`config.mk`:
```
export PLATFORM = sky130hd
export DESIGN_NAME = opmt_cell
export DESIGN_NICKNAME = d
export VERILOG_FILES = /design/src/rtl/core/opmt_pkg.sv /design/src/rtl/core/opmt_cell.sv
export SDC_FILE = /design/constraint.sdc
export NUM_CORES = 2
export LEC_CHECK = 0
export ABC_CLOCK_PERIOD_IN_PS = 3680
export BUFFER_PORTS_ARGS = -buffer_cell sky130_fd_sc_hd__buf_4
export CAP_MARGIN = 20
export CORE_UTILIZATION = 55
export DETAILED_ROUTE_END_ITERATION = 10
export HOLD_SLACK_MARGIN = 0.03
export PLACE_DENSITY = 0.74
export SYNTH_ARGS = -nofsm -noshare
export SYNTH_HDL_FRONTEND = slang
export SYNTH_SLANG_ARGS = --single-unit
```
`constraint.sdc`:
```
create_clock -name clk -period 3.68 [get_ports clk]
set_input_delay 0.368 -clock clk [delete_from_list [all_inputs] [get_ports clk]]
set_output_delay 0.368 -clock clk [all_outputs]
set_load 0.02 [all_outputs]
```
`src/rtl/core/opmt_pkg.sv`:
```
package opmt_pkg;

	localparam int VALUE_WIDTH_DEF = 24;
	localparam int FRAC_BITS_DEF   = 12;
	localparam int ACC_WIDTH_DEF   = 48;

	localparam int TILE      = 4;
	localparam int ENTRIES   = TILE * TILE;
	localparam int OP_W      = 2;
	localparam int INDEX_W   = $clog2(ENTRIES);
	localparam int ENTRY_W   = 48;

	typedef enum logic [OP_W-1:0] {
		OP_LOAD   = 2'd0,
		OP_UPDATE = 2'd1,
		OP_DRAIN  = 2'd2
	} op_t;

	typedef enum logic [1:0] {
		ST_IDLE,
		ST_ADD,
		ST_DRAIN
	} state_t;

	// per-cycle controls shared by every cell of the chain
	typedef struct packed {
		logic mul_en;
		logic add_en;
		logic shift_en;
	} cell_ctl_t;

endpackage

```
`src/rtl/core/opmt_cell.sv`:
```
module opmt_cell
	import opmt_pkg::*;
#(
	parameter int VALUE_WIDTH = VALUE_WIDTH_DEF,
	parameter int FRAC_BITS   = FRAC_BITS_DEF,
	parameter int ACC_WIDTH   = ACC_WIDTH_DEF
) (
	input  logic                          clk,
	input  logic                          arst_n,
	input  cell_ctl_t                     ctl,
	input  logic                          load_en,
	input  logic signed [ACC_WIDTH-1:0]   load_value,
	input  logic signed [VALUE_WIDTH-1:0] a,
	input  logic signed [VALUE_WIDTH-1:0] b,
	input  logic signed [ACC_WIDTH-1:0]   shift_in,
	output logic signed [ACC_WIDTH-1:0]   acc
);

	localparam int PROD_W = 2 * VALUE_WIDTH;
	localparam int SHR_W  = PROD_W - FRAC_BITS;
	localparam int SUM_W  = ((SHR_W > ACC_WIDTH) ? SHR_W : ACC_WIDTH) + 1;

	localparam logic signed [SUM_W-1:0] ACC_MAX =
		SUM_W'({1'b0, {(ACC_WIDTH-1){1'b1}}});
	localparam logic signed [SUM_W-1:0] ACC_MIN = ~ACC_MAX;

	logic signed [PROD_W-1:0]    prod_s1;
	logic signed [SHR_W-1:0]     prod_shr;
	logic signed [SUM_W-1:0]     sum;
	logic signed [ACC_WIDTH-1:0] sum_sat;
	logic signed [ACC_WIDTH-1:0] acc_q;

	always_ff @(posedge clk) begin
		if (ctl.mul_en) begin
			prod_s1 <= a * b;
		end
	end

	// floor shift: dropping the low bits of a two's complement product
	assign prod_shr = $signed(prod_s1[PROD_W-1:FRAC_BITS]);
	assign sum      = SUM_W'(prod_shr) + SUM_W'(acc_q);

	always_comb begin
		if (sum > ACC_MAX) begin
			sum_sat = ACC_MAX[ACC_WIDTH-1:0];
		end else if (sum < ACC_MIN) begin
			sum_sat = ACC_MIN[ACC_WIDTH-1:0];
		end else begin
			sum_sat = sum[ACC_WIDTH-1:0];
		end
	end

	always_ff @(posedge clk or negedge arst_n) begin
		if (!arst_n) begin
			acc_q <= '0;
		end else if (load_en) begin
			acc_q <= load_value;
		end else if (ctl.add_en) begin
			acc_q <= sum_sat;
		end else if (ctl.shift_en) begin
			acc_q <= shift_in;
		end
	end

	assign acc = acc_q;

endmodule

```
==> flow_metrics.env <==
export IMPL_outcome="complete, but fails checks"
export IMPL_violations="negative setup slack"
export IMPL_routabilityCongestion=0.943
export IMPL_die_h_um=225
export IMPL_synth_ff_type="dfrtp_1"
export IMPL_post_route_min_period_ps=6260
export IMPL_io_buffers=197
export IMPL_start_util_pct=55.8
export IMPL_period_share_pct=170
export IMPL_crit_fanout=8
export IMPL_route_detailed_drc=0
export IMPL_avgSynthCellArea_sq_um=9.12
export IMPL_core_area_sq_um=49000
export IMPL_drt_first_pass_iters=6
export IMPL_drt_iter0_drc=1603
export IMPL_rsz0062_at_grt="true"
export IMPL_ant_nets=0
export IMPL_wl_per_cell_um=19.1
export IMPL_arrival_ps=6360
export IMPL_path_clk_slew_ps=60
export IMPL_r2r_end="acc[20]"
export IMPL_cts_tree="built"
export IMPL_synth_nets=3930
export IMPL_cts_path_max_buffers=2
export IMPL_ys_warn_count=0
export IMPL_endpoint_kind="flip-flop"
export IMPL_dp_hpwl_um=65400
export IMPL_antenna_found_initial=2
export IMPL_std_cell_rows=81
export IMPL_crit_type="in -> reg"
export IMPL_worst_pin_slew_ps=763
export IMPL_fmax_mhz=160
export IMPL_synthCells=2995
export IMPL_fp_dieW_um=225
export IMPL_synth_edf_count=36
export IMPL_timing_rr_start="acc[22]"
export IMPL_preCtsSetupSlack_ps=-3170
export IMPL_drive_gt1_share_pct=23.8
export IMPL_routed_via_density=5.48
export IMPL_final_cell_area_sq_um=33800
export IMPL_clkLatencyLatePin_ps=350
export IMPL_cts_sinks=84
export IMPL_fin_nets=4354
export IMPL_yosysUniqueCellTypes=76
export IMPL_synthArstFlopShare_pct=57.1
export IMPL_finalWorstSetupSlack_ps=-2580
export IMPL_fin_skew_ps=8.56
export IMPL_cap_violations=0
export IMPL_synth_seq_area_share_pct=8.35
export IMPL_boundaryPins=198
export IMPL_reg2reg_depth=13
export IMPL_htree_levels=3
export IMPL_grt_pass1_wl_um=125000
export IMPL_holdWs_ps=46.2
export IMPL_slew_headroom_pct=48.9
export IMPL_syn_area_sq_um=27300
export IMPL_hold_viol=0
export IMPL_area_delta_synth_final_pct=23.5
export IMPL_vias=22410
export IMPL_hold_buffers=0
export IMPL_critical_path_required_ps=3780
export IMPL_synth_seq_cells=84
export IMPL_setup_viol=36
export IMPL_dieArea_sq_um=50600
export IMPL_min_path_type="in -> async"
export IMPL_cp_start_kind="input port"
export IMPL_numCtsBuffers=9
export IMPL_slew_violations=0
export IMPL_wirelength_um=78100
export IMPL_regToRegSetupSlack_ps=110
export IMPL_grt_pass1_vias=24564
export IMPL_place_area_sq_um=31800
export IMPL_ctsRootBufferMaster="clkbuf_16"
export IMPL_grt_usage_pct=31.6
export IMPL_grt_max_degree=64
export IMPL_overflow=0
export IMPL_final_setup_tns_ps=-81350
## through the flow
step	util, %	instances
2_1_floorplan	-	2995
3_5_place_dp	65.0	4018
3_3_place_gp	65.0	4018
4_1_cts	67.4	4066
6_report	69.0	4089
5_1_grt	69.0	4089
## critical path: stages
cell and delay, ps:
buf_4 150, and2_1 190, fa_2 570, inv_1 50, fa_1 480, fa_2 530
inv_1 50, fa_1 510, inv_1 60, fa_1 490, fa_1 400, fa_1 550
inv_1 50, ha_1 290, a21o_1 160, a21o_1 190, a21oi_2 140, o211ai_1 150
o21ai_2 240, nand2_2 120, buf_6 140, a21o_1 210, a21oi_2 150, xnor2_1 90
## cells in the final DEF, fill, tap and decap left out, drive strengths merged, types with 7 or more instances in the layout
master  count
inv       614
fa        607
buf       552
nand2     366
and2      275
a21oi     193
ha        178
o21ai     102
nor2       90
xnor2      59
dfrtp      48
a21o       39
edfxtp     36
xor2       31
nor3       20
nand4      17
nand3      16
o21bai     15
a22oi      14
nand2b     12
o21a       12
a31oi      12
clkbuf     11
a211oi     11
nor2b       8
and3        8
and4        7
## state kept, by name, summed over array words and instances, names as in the netlist
name     cells
acc         48
prod_s1     36
## cell usage after synthesis, types with 3 or more instances
cell type	n	area, sq um
inv_1	611	2290
fa_1	607	12200
nand2_1	366	1370
and2_1	275	1720
ha_1	178	2230
a21oi_1	170	851
clkbuf_1	119	447
nor2_1	90	338
xnor2_1	59	517
o21ai_0	51	255
dfrtp_1	48	1200
a21o_1	39	293
o21ai_1	39	195
edfxtp_1	36	1080
xor2_1	31	272
a21oi_2	22	193
nor3_1	19	95.1
nand4_1	17	106
o21bai_1	15	113
a22oi_1	14	105
nand3_1	14	70.1
a31oi_1	12	75.1
nand2b_1	12	75.1
o21ai_2	12	105
o21a_1	11	82.6
a211oi_1	9	67.6
and3_1	8	50.1
nor2b_1	8	50.1
and4_1	7	61.3
buf_1	7	26.3
buf_2	7	35.0
buf_6	7	78.8
o211ai_1	6	45.0
nor4_1	5	31.3
or2_2	5	31.3
a2111oi_0	4	35.0
o31ai_1	4	30.0
o221ai_1	3	26.3
o41ai_1	3	26.3
or3_1	3	18.8
## layout make-up
| cell class | instances | area [sq um] |
|---|---|---|
| Clock inverter | 6 | 46.3 |
| Sequential cell | 84 | 2280 |
| Tap cell | 664 | 831 |
| Multi-Input combinational cell | 2158 | 23100 |
| Fill cell | 3741 | 15200 |
| Antenna cell | 1 | 2.50 |
| Inverter | 612 | 2310 |
| Clock buffer | 10 | 239 |
| Timing Repair Buffer | 554 | 4950 |
## how the worst max path moves through the flow
| stage | start | to | slack (ps) | cells past startpoint |
|---|---|---|---|---|
| after detailed placement | a[23] | prod_s1[46] | -3170 | 21 |
| final | a[18] | prod_s1[45] | -2580 | 24 |
| after global placement | a[23] | prod_s1[46] | -3040 | 21 |
| after global routing | a[18] | prod_s1[45] | -2800 | 24 |
| after floorplan | b[0] | prod_s1[46] | -3100 | 23 |
| after CTS | b[3] | prod_s1[37] | -2580 | 25 |
## per-layer routing
metal  GRT usage, %  vias to the layer above  part of all wire, %
met5              0                        -                0.010
li1               -                    10033                    -
met1           40.2                    11395                   40
met2           55.0                      793                   51
met4           12.0                        2                  3.7
met3           3.91                      187                  5.6
## cells by family after synthesis
logic type      Yosys count  share of synthesized area [%]
compound gates          443                           10.4
xor+xnor                 90                           2.88
fa+ha+maj               785                           52.6
buf+inv                 754                           10.6
flops                    84                           8.35
mux                       1                         0.0366
simple gates            838                           15.1
## timing repair
item	CTS	global route
gates cloned	2	2
buffers inserted	33	25
pin swaps	82	123
gates resized for setup	148	135
setup endpoints to repair	83	73
Power is left out: the tool's default activity adds up to more than one toggle a clock period on the data nets, which glitch-free logic cannot reach.
