<file path="src/rtl/core/opmt_pkg.sv">
package opmt_pkg;

	localparam int VALUE_WIDTH_DEF = 24;
	localparam int FRAC_BITS_DEF   = 12;
	localparam int ACC_WIDTH_DEF   = 48;

	localparam int TILE      = 4;
	localparam int ENTRIES   = TILE * TILE;
	localparam int OP_W      = 2;
	localparam int INDEX_W   = $clog2(ENTRIES);
	localparam int ENTRY_W   = 48;

	typedef enum logic [OP_W-1:0] {
		OP_LOAD   = 2'd0,
		OP_UPDATE = 2'd1,
		OP_DRAIN  = 2'd2
	} op_t;

	typedef enum logic [1:0] {
		ST_IDLE,
		ST_ADD,
		ST_DRAIN
	} state_t;

	// per-cycle controls shared by every cell of the chain
	typedef struct packed {
		logic mul_en;
		logic add_en;
		logic shift_en;
	} cell_ctl_t;

endpackage

</file>
<file path="src/rtl/core/opmt_ctrl.sv">
module opmt_ctrl
	import opmt_pkg::*;
(
	input  logic                      clk,
	input  logic                      arst_n,
	input  logic                      cmd_valid,
	input  logic [OP_W-1:0]           operation,
	output logic                      cmd_ready,
	output logic                      load_en,
	output cell_ctl_t                 ctl,
	input  logic signed [ENTRY_W-1:0] head_value,
	input  logic                      res_ready,
	output logic                      res_valid,
	output logic [INDEX_W-1:0]        res_index,
	output logic signed [ENTRY_W-1:0] res_value,
	output logic                      res_last
);

	localparam logic [INDEX_W-1:0] LAST_IDX = INDEX_W'(ENTRIES - 1);

	state_t                    state_q;
	state_t                    state_d;
	logic [INDEX_W-1:0]        cnt_q;
	logic                      out_valid_q;
	logic [INDEX_W-1:0]        out_index_q;
	logic signed [ENTRY_W-1:0] out_value_q;
	logic                      out_last_q;
	logic                      accept;
	logic                      take;

	assign cmd_ready = (state_q == ST_IDLE);
	assign accept    = cmd_valid && cmd_ready;
	// in drain, head of the chain moves into the output register when it is empty or the sink takes its entry
	assign take      = (state_q == ST_DRAIN) && (!out_valid_q || res_ready);

	always_comb begin
		state_d = state_q;
		unique case (state_q)
			ST_IDLE: begin
				if (accept) begin
					case (operation)
						OP_UPDATE: state_d = ST_ADD;
						OP_DRAIN:  state_d = ST_DRAIN;
						default:   state_d = ST_IDLE;
					endcase
				end
			end
			ST_ADD: begin
				state_d = ST_IDLE;
			end
			ST_DRAIN: begin
				if (take && cnt_q == LAST_IDX) begin
					state_d = ST_IDLE;
				end
			end
			default: begin
				state_d = ST_IDLE;
			end
		endcase
	end

	always_comb begin
		load_en      = accept && (operation == OP_LOAD);
		ctl.mul_en   = accept && (operation == OP_UPDATE);
		ctl.add_en   = (state_q == ST_ADD);
		ctl.shift_en = take;
	end

	always_ff @(posedge clk or negedge arst_n) begin
		if (!arst_n) begin
			state_q     <= ST_IDLE;
			cnt_q       <= '0;
			out_valid_q <= 1'b0;
		end else begin
			state_q <= state_d;
			if (take) begin
				cnt_q       <= cnt_q + INDEX_W'(1);
				out_valid_q <= 1'b1;
			end else if (res_ready) begin
				out_valid_q <= 1'b0;
			end
		end
	end

	always_ff @(posedge clk) begin
		if (take) begin
			out_index_q <= cnt_q;
			out_last_q  <= (cnt_q == LAST_IDX);
			out_value_q <= head_value;
		end
	end

	assign res_valid = out_valid_q;
	assign res_index = out_index_q;
	assign res_value = out_value_q;
	assign res_last  = out_last_q;

	a_mul_then_add: assert property (@(posedge clk) disable iff (!arst_n)
		ctl.mul_en |=> ctl.add_en)
		else $error("update products not added in the following cycle");

	a_no_shift_during_add: assert property (@(posedge clk) disable iff (!arst_n)
		!(ctl.add_en && (ctl.shift_en || load_en)))
		else $error("chain written by two sources at once");

	a_drain_ends: assert property (@(posedge clk) disable iff (!arst_n)
		take && cnt_q == LAST_IDX |=> state_q == ST_IDLE && cnt_q == '0)
		else $error("drain did not end after the last entry");

	a_last_index: assert property (@(posedge clk) disable iff (!arst_n)
		out_valid_q && out_last_q |-> out_index_q == LAST_IDX)
		else $error("last mark on an entry other than the final one");

endmodule
</file>
<file path="config.mk">
export PLATFORM = sky130hd
export DESIGN_NAME = opmt_ctrl
export DESIGN_NICKNAME = d
export VERILOG_FILES = /design/src/rtl/core/opmt_pkg.sv /design/src/rtl/core/opmt_ctrl.sv
export SDC_FILE = /design/constraint.sdc
export NUM_CORES = 1
export LEC_CHECK = 0
export BUFFER_PORTS_ARGS = -buffer_cell sky130_fd_sc_hd__buf_4
export CORE_ASPECT_RATIO = 1.5
export CORE_MARGIN = 5
export CORE_UTILIZATION = 46
export CTS_CLUSTER_SIZE = 40
export DETAILED_ROUTE_END_ITERATION = 10
export PLACE_DENSITY = 0.8
export SLEW_MARGIN = 10
export SYNTH_ARGS = -nofsm -noshare
export SYNTH_HDL_FRONTEND = slang
export SYNTH_SLANG_ARGS = --single-unit
</file>
<file path="constraint.sdc">
create_clock -name clk -period 5.85 [get_ports clk]
set_input_delay 0.585 -clock clk [delete_from_list [all_inputs] [get_ports clk]]
set_output_delay 0.585 -clock clk [all_outputs]
set_load 0.02 [all_outputs]
</file>
==> impl_metrics.ini, run 1 <==
[yosys]
synthMuxAreaShare_pct = 0.761
ys_seq_area_share_pct = 89.6
netlist_area_um2 = 1970
synth-xor-area-share_pct = 1.33
synth_top_family_by_area = simple AND/OR/NAND/NOR gates
synth_cell_types = 21
synth-simple-area-share_pct = 6.35
syn_inst = 83
synth.net_count = 138
synth_seq_cells = 60
yosysWarnings = 0
syn_avg_cell_area_um2 = 23.8
synth_compound_area_share_pct = 0.761
synth_fa_ha_area_share_pct = 0.635

[worst_hold_path]
hold_class = in2async

[sta]
clock_skew_ns = 0.00590
slew_violations = 0
max_freq_mhz = 376
finalCriticalPeriod_ns = 2.66
final-setup-viol-count = 0
rsz0062_at_grt = false
hold_viol_final = 0
setup_slack_ns = 3.19
worstMarginPinSlew_ns = 0.522
relSlewSlack_pct = 65.1
fin_setup_tns_ns = 0
timing.final.crit_share_pct = 45.5

[floorplanning]
fp.dieArea_um2 = 5720
die_w_um = 63.5
io_pins = 113
rows = 29
start_util_pct = 46.8
core_um2 = 4210
die_h_um = 90.2

[routing]
dr.pass1.iters = 4
avgRoutedWirePerCell_um = 17.7
final_antenna_net_count = 0
via_per_inst = 4.87
vias = 1243
drc = 0
drt_iter0_drc = 29
routed_wl_um = 4500

[worst_setup_path]
end_kind = output port
crit_required_ns = 5.27
cp.arrival_ns = 2.08
critPathLaunchType = flop
worstPathMaxFanout = 38
crit_type = reg2out

[placed_design]
dp_hpwl_um = 3550
gp_congestion = 0.773
preCtsSetupSlack_ns = 3.33
portBuffers = 112

[grt]
track_usage_pct = 16.5
gr-total-overflow = 0
antenna_found_initial = 0
grt_max_degree = 39
grt_pass1_wl_um = 6920
grt_pass1_vias = 1343

[cts]
h-tree-depth = 3
cts_buffer_depth = 2
cts.clk_slew.worst_paths_ns = 0.06
cts.sinks = 60
cts_buffers = 9
clock_latency_ns = 0.32
cts_tree = yes
root_buffer = clkbuf_8
cts_setup_buffers = 0
postCtsHoldBufs = 0
cts_resized = 0

[layout]
nets = 261
syn2layout_area_growth_pct = 53.0
mostFrequentLayoutCell = buf_4
final_cell_mix = buf_4, edfxtp_1, clkbuf_8, dfrtp_1
drive_gt1_share_pct = 63.2
diodes = 0

[power_and_ir_drop]
vdd.ir_drop.worst_uv = 540
power.density_nw_per_um2 = 491
cellLeakagePower_nw = 1.31

[run_status]
status = complete, no violations

[run]
drv_cap = 0
-- layout make-up --
cell class	instances	area [µm²]
Sequential cell	60	1770
Fill cell	288	1190
Timing Repair Buffer	113	848
Multi-Input combinational cell	21	194
Clock buffer	10	128
Tap cell	46	57.6
Clock inverter	4	18.8
Inverter	1	3.75
-- worst paths after layout --
kind,from,to,slack [ns],cells past startpoint
worst max register to register,state_q[0],cnt_q[1],3.88,4
worst max-delay path,state_q[0],ctl[0],3.19,4
worst min register to register,state_q[0],state_q[1],0.49,1
worst min-delay path,arst_n,res_valid,0.07,1
min in group clk,head_value[41],res_value[41],0.44,1
max in group asynchronous,arst_n,cnt_q[1],5.65,1
-- stage by stage --
step	utilization, %	instance area [µm²]	cells	hold WS [ns]	power, mW
floorplan	-	1970	83	0.289	0.972
global placement	68.2	2870	241	0.399	1.19
detailed placement	68.2	2870	241	0.404	1.22
CTS	71.7	3020	255	0.0516	1.50
global route	71.7	3020	255	0.0529	1.56
finish	71.7	3020	255	0.0697	1.48
-- layer usage --
metal	global-route usage [%]	routed length [µm]	vias to the layer above
met1	13.7	1270	608
li1	-	-	568
met3	6.48	324	11
met4	9.19	137	0
met5	0	0	-
met2	31.3	2780	56
-- registers in the layout (all words and copies together), names as in the netlist --
| signal | cells |
|---|---|
| res_last | 1 |
| cnt_q | 4 |
| state_q | 2 |
| res_index | 4 |
| res_valid | 1 |
| res_value | 48 |
-- worst max-delay path, cell delays in order, from the launching register on --
cell and delay, ns:
dfrtp_1 0.40, nand2b_4 0.18, nor2_4 0.42, buf_4 0.51
buf_4 0.23
-- kinds of logic (layout without fill, tap and decap cells) --
logic type | Yosys count | count (layout)
DFF | 60 | 60
AOI/OAI and AO/OA | 2 | 2
and+or+nand+nor | 14 | 14
buffers and inverters | 2 | 128
xor gates and xnor gates | 3 | 3
muxes | 1 | 1
adders and majority gates | 1 | 1
-- power breakdown --
group | internal [mW] | switching (mW) | total (mW) | leakage (nW)
combinational | 0.203 | 0.298 | 0.501 | 0.645
clock | 0.145 | 0.136 | 0.281 | 0.0792
sequential | 0.643 | 0.0555 | 0.699 | 0.588
total | 0.991 | 0.490 | 1.48 | 1.31
-- cells in the mapped netlist --
cell      instances  area, µm²
xor2_1            3       26.3
nor2_1            1       3.75
and2b_2           1       8.76
edfxtp_1         53       1590
nand2b_4          1       13.8
inv_1             1       3.75
nand2b_1          1       6.26
and3_1            1       6.26
dfrtp_1           7        175
buf_4             1       7.51
nor3b_2           1       12.5
and4b_1           3       30.0
nand3_1           1       5.00
nor2_4            1       11.3
ha_1              1       12.5
mux2_4            1       15.0
nor3_2            1       10.0
a31oi_1           1       6.26
nand2_1           1       3.75
nor2b_4           1       13.8
a311oi_1          1       8.76
Note: power is estimated with default switching activity, not from simulation.
==> run 2, diff against run 1 <==
--- a/config.mk
+++ b/config.mk
@@ -8,10 +8,10 @@
 export BUFFER_PORTS_ARGS = -buffer_cell sky130_fd_sc_hd__buf_4
 export CORE_ASPECT_RATIO = 1.5
 export CORE_MARGIN = 5
-export CORE_UTILIZATION = 46
+export CORE_UTILIZATION = 43
 export CTS_CLUSTER_SIZE = 40
 export DETAILED_ROUTE_END_ITERATION = 10
-export PLACE_DENSITY = 0.8
+export PLACE_DENSITY = 0.76
 export SLEW_MARGIN = 10
 export SYNTH_ARGS = -nofsm -noshare
 export SYNTH_HDL_FRONTEND = slang
==> constraint.sdc (replaced) <==
create_clock -name clk -period 2.7 [get_ports clk]
set_input_delay 0.27 -clock clk [delete_from_list [all_inputs] [get_ports clk]]
set_output_delay 0.27 -clock clk [all_outputs]
set_load 0.02 [all_outputs]
==> run 2 against run 1 <==
Against the previous run:
- highest routed layer unchanged
- routed wire length grew 4.6%
- first-iteration DRC count is 59% higher
- via count down 1.2%
- sequential share of layout area down 2.2 points
- worst hold slack improved by 0.048 ns
- non-clock buffer count up 1
==> impl_metrics.ini, run 2 (same netlist as run 1, synthesis figures left out) <==
[run_status]
status = complete, no violations

[sta]
hold_viol_final = 0
finalCriticalPeriod_ns = 1.98
relSlewSlack_pct = 54.1
final-setup-viol-count = 0
clock_skew_ns = 0.00733
timing.final.crit_share_pct = 73.3
max_freq_mhz = 505
slew_violations = 0
rsz0062_at_grt = false
worstMarginPinSlew_ns = 0.686
fin_setup_tns_ns = 0

[placed_design]
dp_hpwl_um = 3590
portBuffers = 112
gp_congestion = 0.740

[cts]
h-tree-depth = 3
cts_tree = yes
cts_resized = 0
cts_buffer_depth = 2
cts.clk_slew.worst_paths_ns = 0.07
cts_buffers = 9
cts.sinks = 60
root_buffer = clkbuf_8
cts_setup_buffers = 0
clock_latency_ns = 0.32

[grt]
grt_pass1_wl_um = 6850
grt_pass1_vias = 1331
antenna_found_initial = 0
gr-total-overflow = 0
track_usage_pct = 16.0
grt_max_degree = 35

[worst_setup_path]
ff2ff_path_depth = 3
reg2reg_to = res_value[37]
end_kind = output port
critPathLaunchType = flop
crit_required_ns = 2.43
r2r_slack_ns = 0.97
cp.arrival_ns = 1.71
r2r-start = state_q[0]
crit_type = reg2out
worstPathMaxFanout = 23

[floorplanning]
io_pins = 113
die_h_um = 92.9
fp.dieArea_um2 = 6070
die_w_um = 65.3
core_um2 = 4500
rows = 30
start_util_pct = 43.8

[power_and_ir_drop]
power.density_nw_per_um2 = 1140
seqPwrFrac_pct = 42.4
switching_share_pct = 31.2
power_frac_comb_pct = 31.3
cellLeakagePower_nw = 1.36
p_sw_mw = 1.12
intPower_mw = 2.46
p_total_mw = 3.58
vdd.ir_drop.worst_uv = 726
clockPowerShare_pct = 26.3

[routing]
drt_iter0_drc = 46
via_per_inst = 4.72
vias = 1228
final_antenna_net_count = 0
drc = 0
dr.pass1.iters = 4
avgRoutedWirePerCell_um = 18.1
routed_wl_um = 4710

[worst_hold_path]
hold_depth = 1
min_to = res_value[19]
hold_path_startpoint = head_value[19]
hold_class = in2reg

[layout]
drive_gt1_share_pct = 63.7
final_cell_mix = buf_4, edfxtp_1, clkbuf_8, dfrtp_1
diodes = 0
largest_reg_flops = 48
nets = 262
syn2layout_area_growth_pct = 58.9
mostFrequentLayoutCell = buf_4
nFillCells = 311

[run]
drv_cap = 0
run 2: cell types whose count changed in the layout (fill, tap and decap cells not counted):
cell / before / now
buf_12: 0 / 1
buf_4: 113 / 112
bufinv_16: 0 / 3
clkbuf_1: 1 / 0
clkinv_2: 3 / 1
clkinv_4: 0 / 1
clkinvlp_4: 0 / 1
dlygate4sd3_1: 0 / 1
run 2: through the flow:
step           instances  setup WS [ns]  hold slack [ns]  util [%]  instance area (µm²)
2_1_floorplan         83          0.650          -0.0256         -                 1970
3_3_place_gp         243           1.05           0.0835      64.1                 2890
3_5_place_dp         243          0.971           0.0925      64.1                 2890
4_1_cts              260          0.700            0.102      69.6                 3130
5_1_grt              260          0.626           0.0925      69.6                 3130
6_report             260          0.721            0.117      69.6                 3130
run 2: area by class of cell:
type | instances | area [µm²] | area share, %
sequential | 60 | 1770 | 56.4
inverter | 1 | 3.75 | 0.120
clock buffer | 9 | 124 | 3.95
tap | 48 | 60.1 | 1.92
multi-input combinational | 21 | 194 | 6.19
timing repair buffer | 114 | 871 | 27.8
clock inverter | 7 | 115 | 3.67
run 2: timing repair:
| action | CTS | global route |
|---|---|---|
| endpoints found under the hold margin | 7 | 0 |
| hold buffers | 1 | 0 |
| endpoints found under the setup margin | 0 | 0 |
run 2: per-layer routing:
metal  share of wire, %  wire (µm)  vias to the layer above  global-route usage, %
li1                   -          -                      571                      -
met1                 30       1410                      596                   13.8
met2                 61       2860                       51                   29.7
met3                6.5        307                       10                   5.58
met4                2.9        138                        0                   10.2
met5                  0          0                        -                      0
run 2: worst max-delay path by stage:
| stage | cells past startpoint | endpoint | from | slack, ns |
|---|---|---|---|---|
| after floorplan | 3 | ctl[0] | res_valid | 0.65 |
| after global placement | 3 | res_value[26] | state_q[0] | 1.05 |
| after detailed placement | 3 | res_value[37] | state_q[0] | 0.97 |
| after CTS | 3 | ctl[0] | state_q[0] | 0.70 |
| after global routing | 3 | ctl[0] | state_q[0] | 0.63 |
| final | 3 | ctl[0] | state_q[0] | 0.72 |
run 2: power groups by stage:
stage | Clock [mW] | Sequential (mW) | Combinational, mW
after floorplan | 0 | 1.83 | 0.279
after global placement | 0 | 1.52 | 1.09
after detailed placement | 0 | 1.54 | 1.12
after CTS | 0.959 | 1.53 | 1.13
after global routing | 1.01 | 1.55 | 1.18
final | 0.941 | 1.52 | 1.12
run 2: worst max-delay path, cell delays in order, from the launching register on:
cell      delay, ns
dfrtp_1        0.40
nand2b_4       0.18
nor2_4         0.54
buf_4          0.26
==> run 3, diff against run 2 <==
==> constraint.sdc (replaced) <==
create_clock -name clk -period 1.9 [get_ports clk]
set_input_delay 0.19 -clock clk [delete_from_list [all_inputs] [get_ports clk]]
set_output_delay 0.19 -clock clk [all_outputs]
set_load 0.02 [all_outputs]
==> run 3 against run 2 <==
Against the previous run:
- register-to-register slack lost 0.52 ns
- worst hold slack lost 0.074 ns
- critical endpoint unchanged
- sequential share of layout area grew 0.77 points
==> impl_metrics.ini, run 3 (same netlist as run 1, synthesis figures left out) <==
[routing]
drc = 0
via_per_inst = 4.71
vias = 1225
avgRoutedWirePerCell_um = 17.3
final_antenna_net_count = 0
drt_iter0_drc = 44
dr.pass1.iters = 4
routed_wl_um = 4490

[layout]
largest_reg_flops = 48
final_cell_mix = buf_4, edfxtp_1, clkbuf_8, dfrtp_1
fin_cells = 260
syn2layout_area_growth_pct = 56.9
finish.utilization_pct = 68.7
nets = 262
diodes = 0
mostFrequentLayoutCell = buf_4
drive_gt1_share_pct = 63.2

[cts]
cts.clk_slew.worst_paths_ns = 0.06
root_buffer = clkbuf_8
h-tree-depth = 3
cts.sinks = 60
cts_tree = yes
cts_setup_buffers = 0
cts_buffers = 9
cts_buffer_depth = 2
clock_latency_ns = 0.32

[placed_design]
gp_congestion = 0.775
placedCellCount = 243
portBuffers = 112
dp_hpwl_um = 3360

[floorplanning]
start_util_pct = 43.8
die_h_um = 92.9
core_um2 = 4500
io_pins = 113
fp.dieArea_um2 = 6070
die_w_um = 65.3
rows = 30

[sta]
max_freq_mhz = 578
clock_skew_ns = 0.00815
hold_viol_final = 0
relSlewSlack_pct = 80.7
slew_violations = 0
timing.final.crit_share_pct = 91.1
finalCriticalPeriod_ns = 1.73
worstMarginPinSlew_ns = 0.290
rsz0062_at_grt = false
final-setup-viol-count = 0

[power_and_ir_drop]
seqPwrFrac_pct = 44.6
intPower_mw = 3.31
switching_share_pct = 31.4
vdd.ir_drop.worst_uv = 1150
power_frac_comb_pct = 32.6
power.density_nw_per_um2 = 1560
cellLeakagePower_nw = 1.34
p_sw_mw = 1.51
clockPowerShare_pct = 22.8

[worst_setup_path]
cp_top_family = buffers and inverters
crit_required_ns = 1.71
max_stage_delay_ns = 0.40
worstPathBufferInverterCount = 2
r2r-start = state_q[0]
cp.arrival_ns = 1.54
worstPathMaxFanout = 56
critPathLaunchType = flop
cpMaxStageDelayCell = dfrtp_1
worstPathCellList = nand2b_4 > nor2_4 > buf_12 > buf_4
worstSetupStartpoint = state_q[0]
crit_type = reg2out
end_kind = output port

[worst_hold_path]
hold_class = in2reg
hold_path_startpoint = head_value[46]

[grt]
track_usage_pct = 14.8
grt_pass1_wl_um = 6520
grt_max_degree = 57
grt_pass1_vias = 1343
gr-total-overflow = 0
antenna_found_initial = 0

[run_status]
status = complete, no violations

[run]
drv_cap = 0
==> run 3: cell types whose count changed in the layout (fill, tap and decap cells not counted), sizes merged <==
cell,before,now
clkinv,3,1
clkinvlp,1,0
clkbuf,9,14
bufinv,3,1
==> run 3: worst register-to-register path: stages (launching register included) <==
cell and delay [ns]:
dfrtp_1 0.40, nand2b_4 0.18, nor2_4 0.14, buf_12 0.29, mux2_4 0.34
==> run 3: path summary, 6_finish.rpt <==
path / slack, ns / endpoint / cells past startpoint
setup / recovery: 0.17 / ctl[0] / 4
hold / removal: 0.04 / res_value[46] / 1
setup reg to reg: 0.45 / cnt_q[1] / 4
hold reg to reg: 0.48 / state_q[1] / 1
max in group asynchronous: 1.54 / res_valid / 2
min in group asynchronous: 0.22 / cnt_q[1] / 2
==> run 3: stage by stage <==
stage | power (mW) | setup TNS, ns | hold WS (ns) | setup WS (ns) | area, µm²
floorplan | 2.99 | -0.0462 | -0.106 | -0.0267 | 1970
global placement | 3.70 | 0 | 0.00409 | 0.499 | 2890
detailed placement | 3.77 | 0 | 0.00879 | 0.438 | 2890
CTS | 4.89 | 0 | 0.0227 | 0.147 | 3090
global route | 5.04 | 0 | 0.0234 | 0.0899 | 3090
finish | 4.83 | 0 | 0.0436 | 0.169 | 3090
==> run 3: what timing repair did <==
| item | 4_1_cts | 5_1_grt |
|---|---|---|
| endpoints found under the hold margin | 7 | 0 |
| hold buffers | 1 | 0 |
| resized for setup | 0 | 0 |
==> run 3: routing by layer <==
layer / GRT usage [%] / share of wire [%]
met1: 13.1 / 29
met2: 28.9 / 62
met5: 0 / 0
met3: 5.34 / 7.3
met4: 5.71 / 1.2
==> run 3: power groups by stage <==
stage	logic (mW)	clock network, mW	registers [mW]
final	1.57	1.10	2.15
after global routing	1.66	1.18	2.20
after CTS	1.59	1.14	2.16
after detailed placement	1.59	0	2.18
after global placement	1.55	0	2.15
after floorplan	0.398	0	2.60
==> run 3: layout make-up <==
| type | instances | area [µm²] |
|---|---|---|
| Sequential cell | 60 | 1770 |
| Fill cell | 322 | 1410 |
| Timing Repair Buffer | 114 | 871 |
| Multi-Input combinational cell | 21 | 194 |
| Clock buffer | 14 | 163 |
| Tap cell | 48 | 60.1 |
| Clock inverter | 2 | 35.0 |
| Inverter | 1 | 3.75 |
